<file path="src/rtl/core/gld_pkg.sv">
`timescale 1ns / 1ps
// ----------------------------------------------------------------------------
// gld_pkg: shared types and tables for the lunar date converter
// Year table rom, solar term offsets, month offsets and datapath structs.
// ----------------------------------------------------------------------------
package gld_pkg;

  // table range and fixed-point constants
  localparam int unsigned FIRST_TABLE_YEAR = 11;
  localparam int unsigned TABLE_YEARS      = 40;
  localparam logic [6:0]  YEAR_LO          = 7'(FIRST_TABLE_YEAR + 1);
  localparam logic [6:0]  YEAR_HI          = 7'(FIRST_TABLE_YEAR + TABLE_YEARS - 1);
  localparam logic [13:0] D_Q16            = 14'd15873;
  localparam logic [4:0]  NO_TERM          = 5'd24;

  localparam int unsigned VW = 10;  // signed width of day counts

  typedef logic signed [VW-1:0] val_t;

  // shared subtract / compare unit response
  typedef struct packed {
    val_t diff;
    logic neg;
    logic zero;
  } alu_rsp_t;

  // solar term check request and response
  typedef struct packed {
    logic [6:0]  year;
    logic [3:0]  month;
    logic [4:0]  day;
    logic [20:0] yd;
    logic        sel;
  } term_req_t;

  typedef struct packed {
    logic       hit;
    logic [4:0] idx;
  } term_rsp_t;

  // per-year row: {leap month, 13 month size bits, festival code}
  function automatic logic [23:0] year_rom(input logic [5:0] row);
    logic [23:0] w;
    begin
      unique case (row)
        6'd0:  w = 24'h0B4A43;  6'd1:  w = 24'h4B5537;
        6'd2:  w = 24'h0AD54A;  6'd3:  w = 24'h955ABF;
        6'd4:  w = 24'h04BA53;  6'd5:  w = 24'h0A5B48;
        6'd6:  w = 24'h652BBC;  6'd7:  w = 24'h052B50;
        6'd8:  w = 24'h0A9345;  6'd9:  w = 24'h474AB9;
        6'd10: w = 24'h06AA4C;  6'd11: w = 24'h0AD541;
        6'd12: w = 24'h24DAB6;  6'd13: w = 24'h04B64A;
        6'd14: w = 24'h69573D;  6'd15: w = 24'h0A4E51;
        6'd16: w = 24'h0D2646;  6'd17: w = 24'h5E933A;
        6'd18: w = 24'h0D534D;  6'd19: w = 24'h05AA43;
        6'd20: w = 24'h36B537;  6'd21: w = 24'h096D4B;
        6'd22: w = 24'hB4AEBF;  6'd23: w = 24'h04AD53;
        6'd24: w = 24'h0A4D48;  6'd25: w = 24'h6D25BC;
        6'd26: w = 24'h0D254F;  6'd27: w = 24'h0D5244;
        6'd28: w = 24'h5DAA38;  6'd29: w = 24'h0B5A4C;
        6'd30: w = 24'h056D41;  6'd31: w = 24'h24ADB6;
        6'd32: w = 24'h049B4A;  6'd33: w = 24'h7A4BBE;
        6'd34: w = 24'h0A4B51;  6'd35: w = 24'h0AA546;
        6'd36: w = 24'h5B52BA;  6'd37: w = 24'h06D24E;
        6'd38: w = 24'h0ADA42;  6'd39: w = 24'h355B37;
        default: w = 24'h000000;
      endcase
      return w;
    end
  endfunction

  // term offset C in q16
  function automatic logic [20:0] term_c(input logic [4:0] idx);
    logic [20:0] c;
    begin
      unique case (idx)
        5'd0:  c = 21'd354255;  5'd1:  c = 21'd1318584;
        5'd2:  c = 21'd253624;  5'd3:  c = 21'd1227489;
        5'd4:  c = 21'd368968;  5'd5:  c = 21'd1353056;
        5'd6:  c = 21'd315228;  5'd7:  c = 21'd1317274;
        5'd8:  c = 21'd361759;  5'd9:  c = 21'd1378877;
        5'd10: c = 21'd372113;  5'd11: c = 21'd1400504;
        5'd12: c = 21'd465830;  5'd13: c = 21'd1496187;
        5'd14: c = 21'd491520;  5'd15: c = 21'd1515848;
        5'd16: c = 21'd501088;  5'd17: c = 21'd1510081;
        5'd18: c = 21'd545128;  5'd19: c = 21'd1536033;
        5'd20: c = 21'd487457;  5'd21: c = 21'd1465385;
        5'd22: c = 21'd470548;  5'd23: c = 21'd1437860;
        default: c = 21'd0;
      endcase
      return c;
    end
  endfunction

  // published per-year term corrections
  function automatic logic signed [7:0] term_fix(input logic [6:0] y, input logic [4:0] i);
    logic signed [7:0] f;
    begin
      unique case ({y, i})
        {7'd26, 5'd3}:  f = -8'sd1;
        {7'd84, 5'd5}:  f = 8'sd1;
        {7'd8,  5'd9}:  f = 8'sd1;
        {7'd16, 5'd12}: f = 8'sd1;
        {7'd2,  5'd14}: f = 8'sd1;
        {7'd89, 5'd19}: f = 8'sd1;
        {7'd89, 5'd20}: f = 8'sd1;
        {7'd21, 5'd23}: f = -8'sd1;
        {7'd19, 5'd0}:  f = -8'sd1;
        {7'd82, 5'd1}:  f = 8'sd1;
        default:        f = 8'sd0;
      endcase
      return f;
    end
  endfunction

  // days before the first of each month, non-leap year
  function automatic logic [8:0] days_before(input logic [3:0] mi);
    logic [8:0] n;
    begin
      unique case (mi)
        4'd0:  n = 9'd0;   4'd1:  n = 9'd31;  4'd2:  n = 9'd59;
        4'd3:  n = 9'd90;  4'd4:  n = 9'd120; 4'd5:  n = 9'd151;
        4'd6:  n = 9'd181; 4'd7:  n = 9'd212; 4'd8:  n = 9'd243;
        4'd9:  n = 9'd273; 4'd10: n = 9'd304; 4'd11: n = 9'd334;
        default: n = 9'd0;
      endcase
      return n;
    end
  endfunction

  // size of lunar month slot p (29 or 30 days)
  function automatic val_t slot_size(input logic [23:0] w, input logic [3:0] p);
    logic [12:0] bits;
    logic [3:0]  bi;
    begin
      bits = {w[19:8], w[7]};
      bi   = 4'd12 - p;
      return val_t'(VW'(29) + VW'(bits[bi]));
    end
  endfunction

  // last slot index: 12 with a leap month, 11 without
  function automatic logic [3:0] last_slot(input logic [23:0] w);
    return (w[23:20] != 4'd0) ? 4'd12 : 4'd11;
  endfunction

endpackage

</file>
<file path="src/rtl/core/gregorian_to_lunar_date_unit.sv">
`timescale 1ns / 1ps
// ----------------------------------------------------------------------------
// gregorian_to_lunar_date_unit: gregorian date to chinese lunar date
// Sequencer around a shared subtract unit that walks lunar months one per
// cycle, plus a solar term check of the two terms of the given month.
// ----------------------------------------------------------------------------
// sequence: setup, two term checks, then the result when out of table range; in range
//   also direction and one step per month slot checked before the result
// a new date is taken only in idle; busy while converting
// a new date is taken while a finished result still waits on the output
// reset: synchronous active-low rst_n clears the sequencer and output valid
module gregorian_to_lunar_date_unit (
  input  logic        clk,
  input  logic        rst_n,
  input  logic        in_tvalid,
  output logic        in_tready,
  input  logic [15:0] in_tdata,   // greg_year[6:0], greg_month[10:7], greg_day[15:11]
  output logic        out_tvalid,
  input  logic        out_tready,
  output logic [15:0] out_tdata   // moon_month[3:0], moon_day[8:4], is_leap_month[9],
                                  // term_index[14:10], out_of_range[15]
);

  typedef enum logic [3:0] {
    S_IDLE, S_PREP, S_TERM0, S_TERM1, S_DIR, S_BACK0, S_FWD, S_BWD, S_FIN
  } state_t;

  state_t            state_r, state_nxt;
  logic [6:0]        year_r, year_nxt;
  logic [3:0]        month_r, month_nxt;
  logic [4:0]        day_r, day_nxt;
  logic              oor_r, oor_nxt;
  gld_pkg::val_t     doy_r, doy_nxt;
  gld_pkg::val_t     fest_r, fest_nxt;
  gld_pkg::val_t     iv_r, iv_nxt;
  logic [23:0]       cur_word_r, cur_word_nxt;
  logic [23:0]       prev_word_r, prev_word_nxt;
  logic [20:0]       yd_r, yd_nxt;
  logic [4:0]        term_r, term_nxt;
  logic              fwd_r, fwd_nxt;
  logic [3:0]        p_r, p_nxt;
  logic              out_tvalid_r, out_tvalid_nxt;
  logic [15:0]       out_tdata_r, out_tdata_nxt;

  gld_pkg::val_t     alu_a, alu_b;
  gld_pkg::alu_rsp_t alu_rsp;
  gld_pkg::term_req_t term_req;
  gld_pkg::term_rsp_t term_rsp;

  logic [23:0]       walk_word;
  gld_pkg::val_t     size_p;
  logic [3:0]        last_p;
  logic [3:0]        mc;
  logic [3:0]        lm;
  logic [3:0]        lab_month;
  logic              lab_leap;
  logic [4:0]        day_sat;
  logic              out_free;

  // shared subtract unit
  gld_alu u_alu (
    .a   (alu_a),
    .b   (alu_b),
    .rsp (alu_rsp)
  );

  // solar term check, one candidate per cycle
  assign term_req.year  = year_r;
  assign term_req.month = month_r;
  assign term_req.day   = day_r;
  assign term_req.yd    = yd_r;
  assign term_req.sel   = (state_r == S_TERM1);

  gld_term u_term (
    .req (term_req),
    .rsp (term_rsp)
  );

  // walk operands from this or the previous lunar year
  assign walk_word = fwd_r ? cur_word_r : prev_word_r;
  assign size_p    = gld_pkg::slot_size(walk_word, p_r);
  assign last_p    = gld_pkg::last_slot(walk_word);
  assign out_free  = !out_tvalid_r || out_tready;

  // clamped month for the day-of-year count
  always_comb begin
    if (month_r == 4'd0) begin
      mc = 4'd1;
    end else if (month_r > 4'd12) begin
      mc = 4'd12;
    end else begin
      mc = month_r;
    end
  end

  // month label of the slot reached
  assign lm = walk_word[23:20];
  always_comb begin
    if (lm == 4'd0 || p_r < lm) begin
      lab_month = p_r + 4'd1;
      lab_leap  = 1'b0;
    end else if (p_r == lm) begin
      lab_month = lm;
      lab_leap  = 1'b1;
    end else begin
      lab_month = p_r;
      lab_leap  = 1'b0;
    end
  end

  // final day, saturated to 1..30
  always_comb begin
    if (alu_rsp.neg || alu_rsp.zero) begin
      day_sat = 5'd1;
    end else if (alu_rsp.diff > gld_pkg::val_t'(30)) begin
      day_sat = 5'd30;
    end else begin
      day_sat = alu_rsp.diff[4:0];
    end
  end

  // sequencer next state and datapath
  always_comb begin
    state_nxt      = state_r;
    year_nxt       = year_r;
    month_nxt      = month_r;
    day_nxt        = day_r;
    oor_nxt        = oor_r;
    doy_nxt        = doy_r;
    fest_nxt       = fest_r;
    iv_nxt         = iv_r;
    cur_word_nxt   = cur_word_r;
    prev_word_nxt  = prev_word_r;
    yd_nxt         = yd_r;
    term_nxt       = term_r;
    fwd_nxt        = fwd_r;
    p_nxt          = p_r;
    out_tdata_nxt  = out_tdata_r;
    out_tvalid_nxt = out_tvalid_r && !out_tready;
    alu_a          = iv_r;
    alu_b          = size_p;

    unique case (state_r)
      S_IDLE: begin
        if (in_tvalid) begin
          year_nxt  = in_tdata[6:0];
          month_nxt = in_tdata[10:7];
          day_nxt   = in_tdata[15:11];
          state_nxt = S_PREP;
        end
      end
      S_PREP: begin
        oor_nxt       = !(year_r >= gld_pkg::YEAR_LO && year_r <= gld_pkg::YEAR_HI);
        doy_nxt       = gld_pkg::val_t'(gld_pkg::days_before(mc - 4'd1))
                        + gld_pkg::val_t'(day_r) - gld_pkg::val_t'(1)
                        + gld_pkg::val_t'((mc > 4'd2) && (year_r[1:0] == 2'b00));
        cur_word_nxt  = gld_pkg::year_rom(6'(year_r - 7'(gld_pkg::FIRST_TABLE_YEAR)));
        prev_word_nxt = gld_pkg::year_rom(6'(year_r - 7'(gld_pkg::FIRST_TABLE_YEAR + 1)));
        if (cur_word_nxt[6:5] == 2'b01) begin
          fest_nxt = gld_pkg::val_t'(cur_word_nxt[4:0]) - gld_pkg::val_t'(1);
        end else begin
          fest_nxt = gld_pkg::val_t'(cur_word_nxt[4:0]) + gld_pkg::val_t'(30);
        end
        yd_nxt    = 21'(year_r * gld_pkg::D_Q16);
        term_nxt  = gld_pkg::NO_TERM;
        state_nxt = S_TERM0;
      end
      S_TERM0: begin
        if (term_rsp.hit) begin
          term_nxt = term_rsp.idx;
        end
        state_nxt = S_TERM1;
      end
      S_TERM1: begin
        if (term_rsp.hit && term_r == gld_pkg::NO_TERM) begin
          term_nxt = term_rsp.idx;
        end
        state_nxt = oor_r ? S_FIN : S_DIR;
      end
      S_DIR: begin
        alu_a = doy_r;
        alu_b = fest_r;
        p_nxt = 4'd0;
        if (!alu_rsp.neg) begin
          fwd_nxt   = 1'b1;
          iv_nxt    = alu_rsp.diff;
          state_nxt = S_FWD;
        end else begin
          fwd_nxt   = 1'b0;
          state_nxt = S_BACK0;
        end
      end
      S_BACK0: begin
        alu_a     = fest_r;
        alu_b     = doy_r;
        iv_nxt    = alu_rsp.diff;
        p_nxt     = gld_pkg::last_slot(prev_word_r);
        state_nxt = S_BWD;
      end
      S_FWD: begin
        if (p_r < last_p && !alu_rsp.neg) begin
          iv_nxt = alu_rsp.diff;
          p_nxt  = p_r + 4'd1;
        end else begin
          state_nxt = S_FIN;
        end
      end
      S_BWD: begin
        if (p_r != 4'd0 && !alu_rsp.neg && !alu_rsp.zero) begin
          iv_nxt = alu_rsp.diff;
          p_nxt  = p_r - 4'd1;
        end else begin
          state_nxt = S_FIN;
        end
      end
      S_FIN: begin
        // forward: iv + 1, backward: size + 1 - iv
        alu_a = fwd_r ? iv_r : size_p + gld_pkg::val_t'(1);
        alu_b = fwd_r ? gld_pkg::val_t'(-1) : iv_r;
        if (out_free) begin
          if (oor_r) begin
            out_tdata_nxt = {1'b1, term_r, 1'b0, 5'd0, 4'd0};
          end else begin
            out_tdata_nxt = {1'b0, term_r, lab_leap, day_sat, lab_month};
          end
          out_tvalid_nxt = 1'b1;
          state_nxt      = S_IDLE;
        end
      end
      default: begin
        state_nxt = S_IDLE;
      end
    endcase
  end

  // state and registered outputs
  always_ff @(posedge clk) begin
    if (!rst_n) begin
      state_r      <= S_IDLE;
      out_tvalid_r <= 1'b0;
    end else begin
      state_r      <= state_nxt;
      out_tvalid_r <= out_tvalid_nxt;
    end
    year_r      <= year_nxt;
    month_r     <= month_nxt;
    day_r       <= day_nxt;
    oor_r       <= oor_nxt;
    doy_r       <= doy_nxt;
    fest_r      <= fest_nxt;
    iv_r        <= iv_nxt;
    cur_word_r  <= cur_word_nxt;
    prev_word_r <= prev_word_nxt;
    yd_r        <= yd_nxt;
    term_r      <= term_nxt;
    fwd_r       <= fwd_nxt;
    p_r         <= p_nxt;
    out_tdata_r <= out_tdata_nxt;
  end

  assign in_tready  = (state_r == S_IDLE);
  assign out_tvalid = out_tvalid_r;
  assign out_tdata  = out_tdata_r;

`ifndef SYNTH
  // month walk never leaves the thirteen slots
  a_walk_bound: assert property (@(posedge clk) disable iff (!rst_n)
    (state_r == S_FWD || state_r == S_BWD) |-> (p_r <= 4'd12))
    else $error("lunar month slot index out of range");

  // out of range beats carry a zero lunar date
  a_oor_zero: assert property (@(posedge clk) disable iff (!rst_n)
    (out_tvalid_r && out_tdata_r[15]) |-> (out_tdata_r[9:0] == 10'd0))
    else $error("out of range result with nonzero lunar date");

  // in range beats carry a real lunar date
  a_date_ok: assert property (@(posedge clk) disable iff (!rst_n)
    (out_tvalid_r && !out_tdata_r[15]) |->
      (out_tdata_r[8:4] >= 5'd1 && out_tdata_r[8:4] <= 5'd30 && out_tdata_r[3:0] != 4'd0))
    else $error("lunar day or month out of range");

  // a new result is only loaded after the previous one was taken
  a_no_overwrite: assert property (@(posedge clk) disable iff (!rst_n)
    (state_r == S_FIN && out_tvalid_r && !out_tready) |=> (state_r == S_FIN))
    else $error("result loaded over a pending beat");
`endif

endmodule

</file>
<file path="src/rtl/core/gld_alu.sv">
`timescale 1ns / 1ps
// ----------------------------------------------------------------------------
// gld_alu: shared subtract and compare unit
// One signed subtraction per cycle with sign and zero flags for the walk.
// ----------------------------------------------------------------------------
module gld_alu (
  input  gld_pkg::val_t     a,
  input  gld_pkg::val_t     b,
  output gld_pkg::alu_rsp_t rsp
);

  gld_pkg::val_t diff;

  // a - b and its flags
  assign diff     = a - b;
  assign rsp.diff = diff;
  assign rsp.neg  = diff[gld_pkg::VW-1];
  assign rsp.zero = (diff == '0);

endmodule

</file>
<file path="src/rtl/core/gld_term.sv">
`timescale 1ns / 1ps
// ----------------------------------------------------------------------------
// gld_term: solar term day check
// Computes the day of one candidate term of the month and matches the date.
// ----------------------------------------------------------------------------
module gld_term (
  input  gld_pkg::term_req_t req,
  output gld_pkg::term_rsp_t rsp
);

  logic [4:0]        idx;
  logic [21:0]       sum;
  logic [7:0]        yp3;
  logic signed [7:0] leaps;
  logic signed [7:0] day_c;
  logic              month_ok;

  // candidate index: two terms per month, first or second
  assign idx      = {req.month - 4'd1, req.sel};
  assign month_ok = (req.month >= 4'd1) && (req.month <= 4'd12);

  // floor(y*d + c) in q16
  assign sum = {1'b0, req.yd} + {1'b0, gld_pkg::term_c(idx)};

  // leap years before the term; january and february terms use y-1
  assign yp3 = {1'b0, req.year} + 8'd3;
  always_comb begin
    if (idx < 5'd4) begin
      leaps = $signed({2'b00, yp3[7:2]}) - 8'sd1;
    end else begin
      leaps = $signed({3'b000, req.year[6:2]});
    end
  end

  assign day_c = $signed({2'b00, sum[21:16]}) - leaps + gld_pkg::term_fix(req.year, idx);

  assign rsp.hit = month_ok && (day_c == $signed({3'b000, req.day}));
  assign rsp.idx = idx;

endmodule
</file>
<file path="config.mk">
export PLATFORM = sky130hd
export DESIGN_NAME = gregorian_to_lunar_date_unit
export DESIGN_NICKNAME = d
export VERILOG_FILES = /design/src/rtl/core/gld_pkg.sv /design/src/rtl/core/gregorian_to_lunar_date_unit.sv /design/src/rtl/core/gld_alu.sv /design/src/rtl/core/gld_term.sv
export SDC_FILE = /design/constraint.sdc
export NUM_CORES = 1
export LEC_CHECK = 0
export BUFFER_PORTS_ARGS = -buffer_cell sky130_fd_sc_hd__buf_2
export CORE_MARGIN = 2
export CORE_UTILIZATION = 55
export CTS_BUF_LIST = sky130_fd_sc_hd__clkbuf_2
export DETAILED_ROUTE_END_ITERATION = 16
export PLACE_DENSITY = 0.72
export SLEW_MARGIN = 15
export SYNTH_ARGS = -nofsm -noshare
export SYNTH_HDL_FRONTEND = slang
export SYNTH_SLANG_ARGS = --single-unit
</file>
<file path="constraint.sdc">
create_clock -name clk -period 7.85 [get_ports clk]
set_input_delay 0 -clock clk [delete_from_list [all_inputs] [get_ports clk]]
set_output_delay 0 -clock clk [all_outputs]
set_load 0.01 [all_outputs]
</file>
# [Word-level counts from Yosys, hierarchy flattened]
# Memories as Yosys holds them, arrays and structs flattened. A register that Yosys moved wholly into a read port is not among the register bits.
# Index checks and enable logic that the tools add are counted.
[word_totals] ff_bits=123 mem_bits_ro=3888 input_bits=20 output_inout_bits=18 word_cells=165 mem_count=4
[classes] n_addsub=20 mul=1 n_lt_le_gt_ge=11 eq_ne=31 muxes=43 n_reduce_logical=37
[memory_table] name="(no name shown)" depth=64 word_bits=24 rd=1 rd_clocked_by_memory_dff=0 wr=0 line_no="gld_pkg.sv:45" text="unique case (row)"
[memory_table] name="(no name shown)" depth=64 word_bits=24 rd=1 rd_clocked_by_memory_dff=1 wr=0 line_no="gld_pkg.sv:45"
[memory_table] name="(no name shown)" depth=32 word_bits=21 rd=1 rd_clocked_by_memory_dff=0 wr=0 line_no="gld_pkg.sv:76" text="unique case (idx)"
[memory_table] name="(no name shown)" depth=16 word_bits=9 rd=1 rd_clocked_by_memory_dff=0 wr=0 line_no="gld_pkg.sv:120" text="unique case (mi)"
[op_table] operator="two-way mux 10 bit" count=6
[op_table] operator="one-hot mux 10 bit (3 select lines)" count=2
[op_table] operator="== test 12 x 10 -> 1 bit (second input constant)" count=4
[op_table] operator="== test 12 bit (second input constant)" count=4
[op_table] operator="two-way mux 24 bit" count=2
[op_table] operator="two-way mux 4 bit" count=11
[op_table] operator="one-hot mux 10 bit (4 select lines)" count=1
[op_table] operator="one-hot mux 4 bit (9 select lines)" count=1
[op_table] operator="adder 21 x 21 -> 22 bit" count=1
[op_table] operator="multiplier 7 x 14 -> 21 bit (second input constant)" count=1
[op_table] operator="two-way mux 5 bit" count=4
[op_table] operator="inequality test 2 bit (second input constant)" count=9
[op_table] operator="== test 4 x 3 -> 1 bit (second input constant)" count=4
[op_table] operator="two-way mux 16 bit" count=1
[op_table] operator="one-hot mux 4 bit (4 select lines)" count=1
[op_table] operator="one-hot mux 8 bit (2 select lines)" count=1
[op_table] operator="nonzero test 4 bit" count=4
[op_table] operator="one-hot mux 5 bit (3 select lines)" count=1
[op_table] operator="== test 12 x 7 -> 1 bit (second input constant)" count=1
[op_table] operator="== test 12 x 9 -> 1 bit (second input constant)" count=1
[op_table] operator="zero test 4 bit" count=3
[op_table] operator="subtractor 4 x 1 -> 4 bit (second input constant)" count=3
[op_table] operator="subtractor 6 x 4 -> 6 bit (second input constant)" count=2
[op_table] operator="adder 10 x 2 -> 10 bit" count=1
[op_table] operator="other kinds (48)" count=74

# [Logic depth before layout (Yosys ltp)]
[depth] depth_word=13 ltp_mapped=32 ltp_nobuf=29

# [Cells and area by module]
# A second synthesis with hierarchy kept.
[hier_totals] cells_unflattened=1468 area_unflattened_um2=12738.5
[by_module_without_submodules] module="gregorian_to_lunar_date_unit" instances=1 cells_per_inst=1052 area_each_um2=9820.7 seq_area_each_um2=3763.6
[by_module_without_submodules] module="gld_term" instances=1 cells_per_inst=351 area_each_um2=2427.3 seq_area_each_um2=0.0
[by_module_without_submodules] module="gld_alu" instances=1 cells_per_inst=65 area_each_um2=490.5 seq_area_each_um2=0.0

# [Worst setup path after synthesis]
# Ideal clock, no wire load.
[synth_path] kind="flip-flop to flip-flop" from="reg month_r[0]" to="reg term_r[0], enable pin" arrival_time_ns=6.129 setup_slack_ns=1.408 stages_incl_launch_ff=27 cell_sequence="edfxtp_1 clkbuf_1 inv_1 ha_1 clkbuf_1 buf_1 clkbuf_1 clkbuf_1 nand2_1 o211ai_1 o41ai_1 ha_1 nand4_1 or3_1 a221oi_1 o221a_4 a31oi_4 nand2b_2 xnor2_1 fa_1 fa_1 xnor2_1 nor4_1 nand3_1 nor3_1 o2111a_1 o21a_1"
[synth_between] elab_chain_len=10 elab_cells_between_ends=29
[synth_lines] item="start, declared" line_no="gregorian_to_lunar_date_unit.sv:30" text="logic [3:0] month_r, month_nxt;"
[synth_lines] item="start signal, assigned" line_no="gregorian_to_lunar_date_unit.sv:246" text="month_r <= month_nxt;"
[synth_lines] item="subtractor 4 x 1 -> 4 bit" line_no="gld_term.sv:19" text="assign idx = {req.month - 4'd1, req.sel};"
[synth_lines] item="memory (32 x 21 bit), or another cell as far along"
[synth_lines] item="adder 21 x 21 -> 22 bit, or another cell as far along" line_no="gld_term.sv:23" text="assign sum = {1'b0, req.yd} + {1'b0, gld_pkg::term_c(idx)};"
[synth_lines] item="subtractor 7 x 8 -> 8 bit / one-hot mux 8 bit (2 select lines) (equally long branches)" line_no="gld_term.sv:35, gld_pkg.sv:99"
[synth_lines] item="adder 8 bit" line_no="gld_term.sv:35" text="assign day_c = $signed({2'b00, sum[21:16]}) - leaps + gld_pkg::term_fix(req.year, idx);"
[synth_lines] item="== test 8 x 6 -> 1 bit" line_no="gld_term.sv:37" text="assign rsp.hit = month_ok && (day_c == $signed({3'b000, req.day}));"
[synth_lines] item="logical AND 1 bit (*)" line_no="gld_term.sv:37"
[synth_lines] item="logical AND 1 bit" line_no="gregorian_to_lunar_date_unit.sv:175" text="if (term_rsp.hit && term_r == gld_pkg::NO_TERM) begin"
[synth_lines] item="inequality test 2 bit (no source line)"
[synth_lines] item="AND reduction 3 bit (no source line) (*)"
[synth_lines] item="end signal, assigned" line_no="gregorian_to_lunar_date_unit.sv:255" text="term_r <= term_nxt;"
[synth_lines] item="end, declared" line_no="gregorian_to_lunar_date_unit.sv:39" text="logic [4:0] term_r, term_nxt;"
# Every way passes the cells marked *; elsewhere a longest branch is shown, timed or not.
# A chain may end at the register's enable or synchronous reset.

# [Worst setup path after layout]
[layout_path] from="reg month_r[1]" to="reg term_r[1], enable pin"
# Same word-level chain as after synthesis.

==> reports/summary.txt <==
Floorplan row count = 55
TritonRoute pass-1 iters = 8
RSZ-0062 raised after global routing = no
CP max stage delay = 0.55 ns
Seq/Total Area, Yosys = 30.12%
Worst hold slack = 0.1841 ns
DR DRC count = 0
Worst EP required = 8.29 ns
CTS max path bufs = 2
Largest net degree at the start of global routing = 61
CP max FO = 40
Post-DP HPWL = 23700 µm
Top layer in use = met4
Synth area leader = edfxtp_1
Placer Congestion = 0.9380
Yosys cell types = 84
GRT Resource Usage Total = 27.92%
WL met3 = 2383 µm
LEAKAGE = 5.435 nW
Synthesized area per cell = 8.744 µm²
Synth Area in Compound Gates = 22.81%
Share of cells above drive strength 1 = 9.413%
M1 WL = 14370 µm
Final slew viol count = 0
Die ar. = 0.02394 mm²
Worst Path Arrival = 6.81 ns
Die H = 154.7 µm
Post-synthesis xor/xnor area fraction = 5.167%
Number of synthesized flops with an enable pin = 122
Synth Flop Type = edfxtp_1
Setup Fix Bufs, Post-CTS = 0
Cts repair resizes = 0
CTS clk-pin slew, worst paths = 0.21 ns
Min Tclk post-route = 6.366 ns
Initial DRC count = 1199
Post-synthesis cell area = 0.01250 mm²
Flop-to-flop setup slack = 1.48 ns
Max-cap violations = 0
Most used cell, CP = ha_1
First-pass GRT wire length = 53430 µm
Cells after Synth = 1429
Core area = 0.02250 mm²
Worst setup margin = 1.484 ns
Final hold violations = 0
ANT nets after route = 0
Met2 routed WL = 15440 µm
Via count = 11070
Post-synthesis mux area share = 3.795%
Simple logic cell fraction of the synthesized area = 15.57%
Number of global-route vias before repair = 10270
TritonCTS sink count = 127
Fin Setup TNS = 0 ns
Hold Crit Class = in -> reg
IO buf count = 37
CP Capture Type = flop
Overflow after GRT = 0
Clk_lat worst skew = 0.73 ns
CTS Hold Bufs = 37
Initial Utilization = 55.53%
DR vias/cell = 6.316
# H-tree levels = 4
Inserted Clock Buffers = 17
Initial antenna violation count = 1
Largest cells by area after synthesis = edfxtp_1, ha_1, a21oi_1, nand2_1, o21ai_0
Die width = 154.7 µm
Fmax achieved = 157.1 MHz
Tightest Pin Transition = 1.051 ns
Rel. slew slack = 29.45%
Ports = 38
Setup Slack @ Placement = 1.554 ns
Max VDD drop = 176.4 µV
Final Power = 4.073 mW
PD cells = 301.9 mW/mm²
Clock Tree Root = clkbuf_2
FFs w/ async S/R, synth = 0%
Critical path's slowest cell = fa_1
Routed Wire Length = 32910 µm
Share of the synthesized area in the top cell type = 29.32%
Synthesized Nets = 1601
Layout Area Growth over Synthesis = 7.980%
Worst setup SP type = flop
FF+latch count, synth = 127
Worst Skew = 0.05045 ns
Outcome = finished, final reports clean
Largest family of logic cells by synthesized area = compound AO/OA/AOI/OAI gates
Yosys warnings = 0
Nets = 1625
DR WL/cell = 18.79 µm
Adder-Cell Fraction of Synth Area = 16.44%
Final period util = 81.10%
Crit Path Category = reg -> reg
CTS tree = done
Final setup vio count = 0
[metal layers]
layer / global-route usage [%] / vias up
met5: 0 / -
met4: 8.201 / 0
met3: 5.127 / 55
met2: 44.94 / 459
met1: 38.65 / 5241
li1: - / 5310
[final timing paths]
path / start / end / cells past startpoint
max: month_r[1] / term_r[1] / 26
min: rst_n / state_r[2] / 4
max reg2reg: month_r[1] / term_r[1] / 26
min reg2reg: term_r[3] / out_tdata[13] / 0
[cell usage after synthesis (18+ instances only)]
cell type / count
ha_1: 133
nand2_1: 131
edfxtp_1: 122
nor2_1: 112
a21oi_1: 110
inv_1: 98
o21ai_0: 93
clkbuf_1: 67
xnor2_1: 50
nand3_1: 36
nor3_1: 31
a31oi_1: 21
a211oi_1: 20
o211ai_1: 20
xor2_1: 20
fa_1: 19
o22ai_1: 19
nor2b_1: 18
[kinds of logic after synthesis]
family | after synthesis
adder cells (fa/ha/maj) | 153
flip-flops | 127
AO/OA/AOI/OAI | 435
XOR/XNOR | 72
multiplexers | 32
AND/OR/NAND/NOR | 415
buffers and inverters | 195
[cells in the final DEF, fill, tap and decap left out, drive strengths merged, types with 7 or more instances in the layout]
cell type / n
a21oi: 115
mux4: 12
nor4: 8
edfxtp: 122
a21boi: 7
o311ai: 7
a221oi: 7
o21bai: 11
nor2: 114
nor3: 31
nor2b: 18
mux2i: 17
o22ai: 19
nand3: 37
o21ai: 98
ha: 133
xnor2: 52
inv: 104
nand4: 12
and2: 13
o21a: 15
o211ai: 20
o31ai: 11
a31oi: 22
buf: 62
and3: 12
a21o: 13
nand2: 131
xor2: 20
clkinv: 8
a22oi: 10
clkbuf: 17
a211oi: 20
fa: 19
nand2b: 12
dlygate4sd3: 37
[metrics by stage]
stage / util, % / std cells / instance area, µm²
after floorplan: - / 1429 / 12500
after global placement: 57.21 / 1682 / 12870
after detailed placement: 57.21 / 1682 / 12870
after CTS: 59.95 / 1751 / 13490
after global routing: 59.96 / 1752 / 13490
final: 59.96 / 1752 / 13490
[sequential cells by signal, summed over array words and instances (netlist names)]
| name | flops |
|---|---|
| cur_word_r | 17 |
| day_r | 5 |
| doy_r | 10 |
| fest_r | 7 |
| fwd_r | 1 |
| iv_r | 10 |
| month_r | 4 |
| oor_r | 1 |
| out_tdata | 16 |
| out_tvalid | 1 |
| p_r | 4 |
| prev_word_r | 17 |
| state_r | 4 |
| term_r | 5 |
| yd_r | 18 |
| year_r | 7 |
[report_power, final]
group | leakage (nW) | internal, mW | switching [mW] | total [mW]
clock network | 0.145 | 0.151 | 0.279 | 0.430
registers | 1.18 | 0.977 | 0.0916 | 1.07
logic | 4.12 | 1.07 | 1.51 | 2.57
[final cells by class]
type / instances / area, µm²
fillers: 1979 / 9010
multi-input cells: 1107 / 8001
flip-flops and latches: 127 / 3764
repair buffers: 99 / 743.2
inverters: 101 / 379.1
well taps: 285 / 356.6
clock inverters: 15 / 161.4
clock buffers: 17 / 85.08
diodes: 1 / 2.502
[critical path: cells and delay by family (launching register included)]
| family | cells | cell delay, ns |
|---|---|---|
| AOI/OAI and AO/OA | 13 | 2.54 |
| DFF | 1 | 0.53 |
| xor gates and xnor gates | 2 | 0.32 |
| buffers and inverters | 3 | 0.57 |
| adders and majority gates | 5 | 1.70 |
| and+or+nand+nor | 3 | 0.38 |
Power figures use the tool's default switching activity.
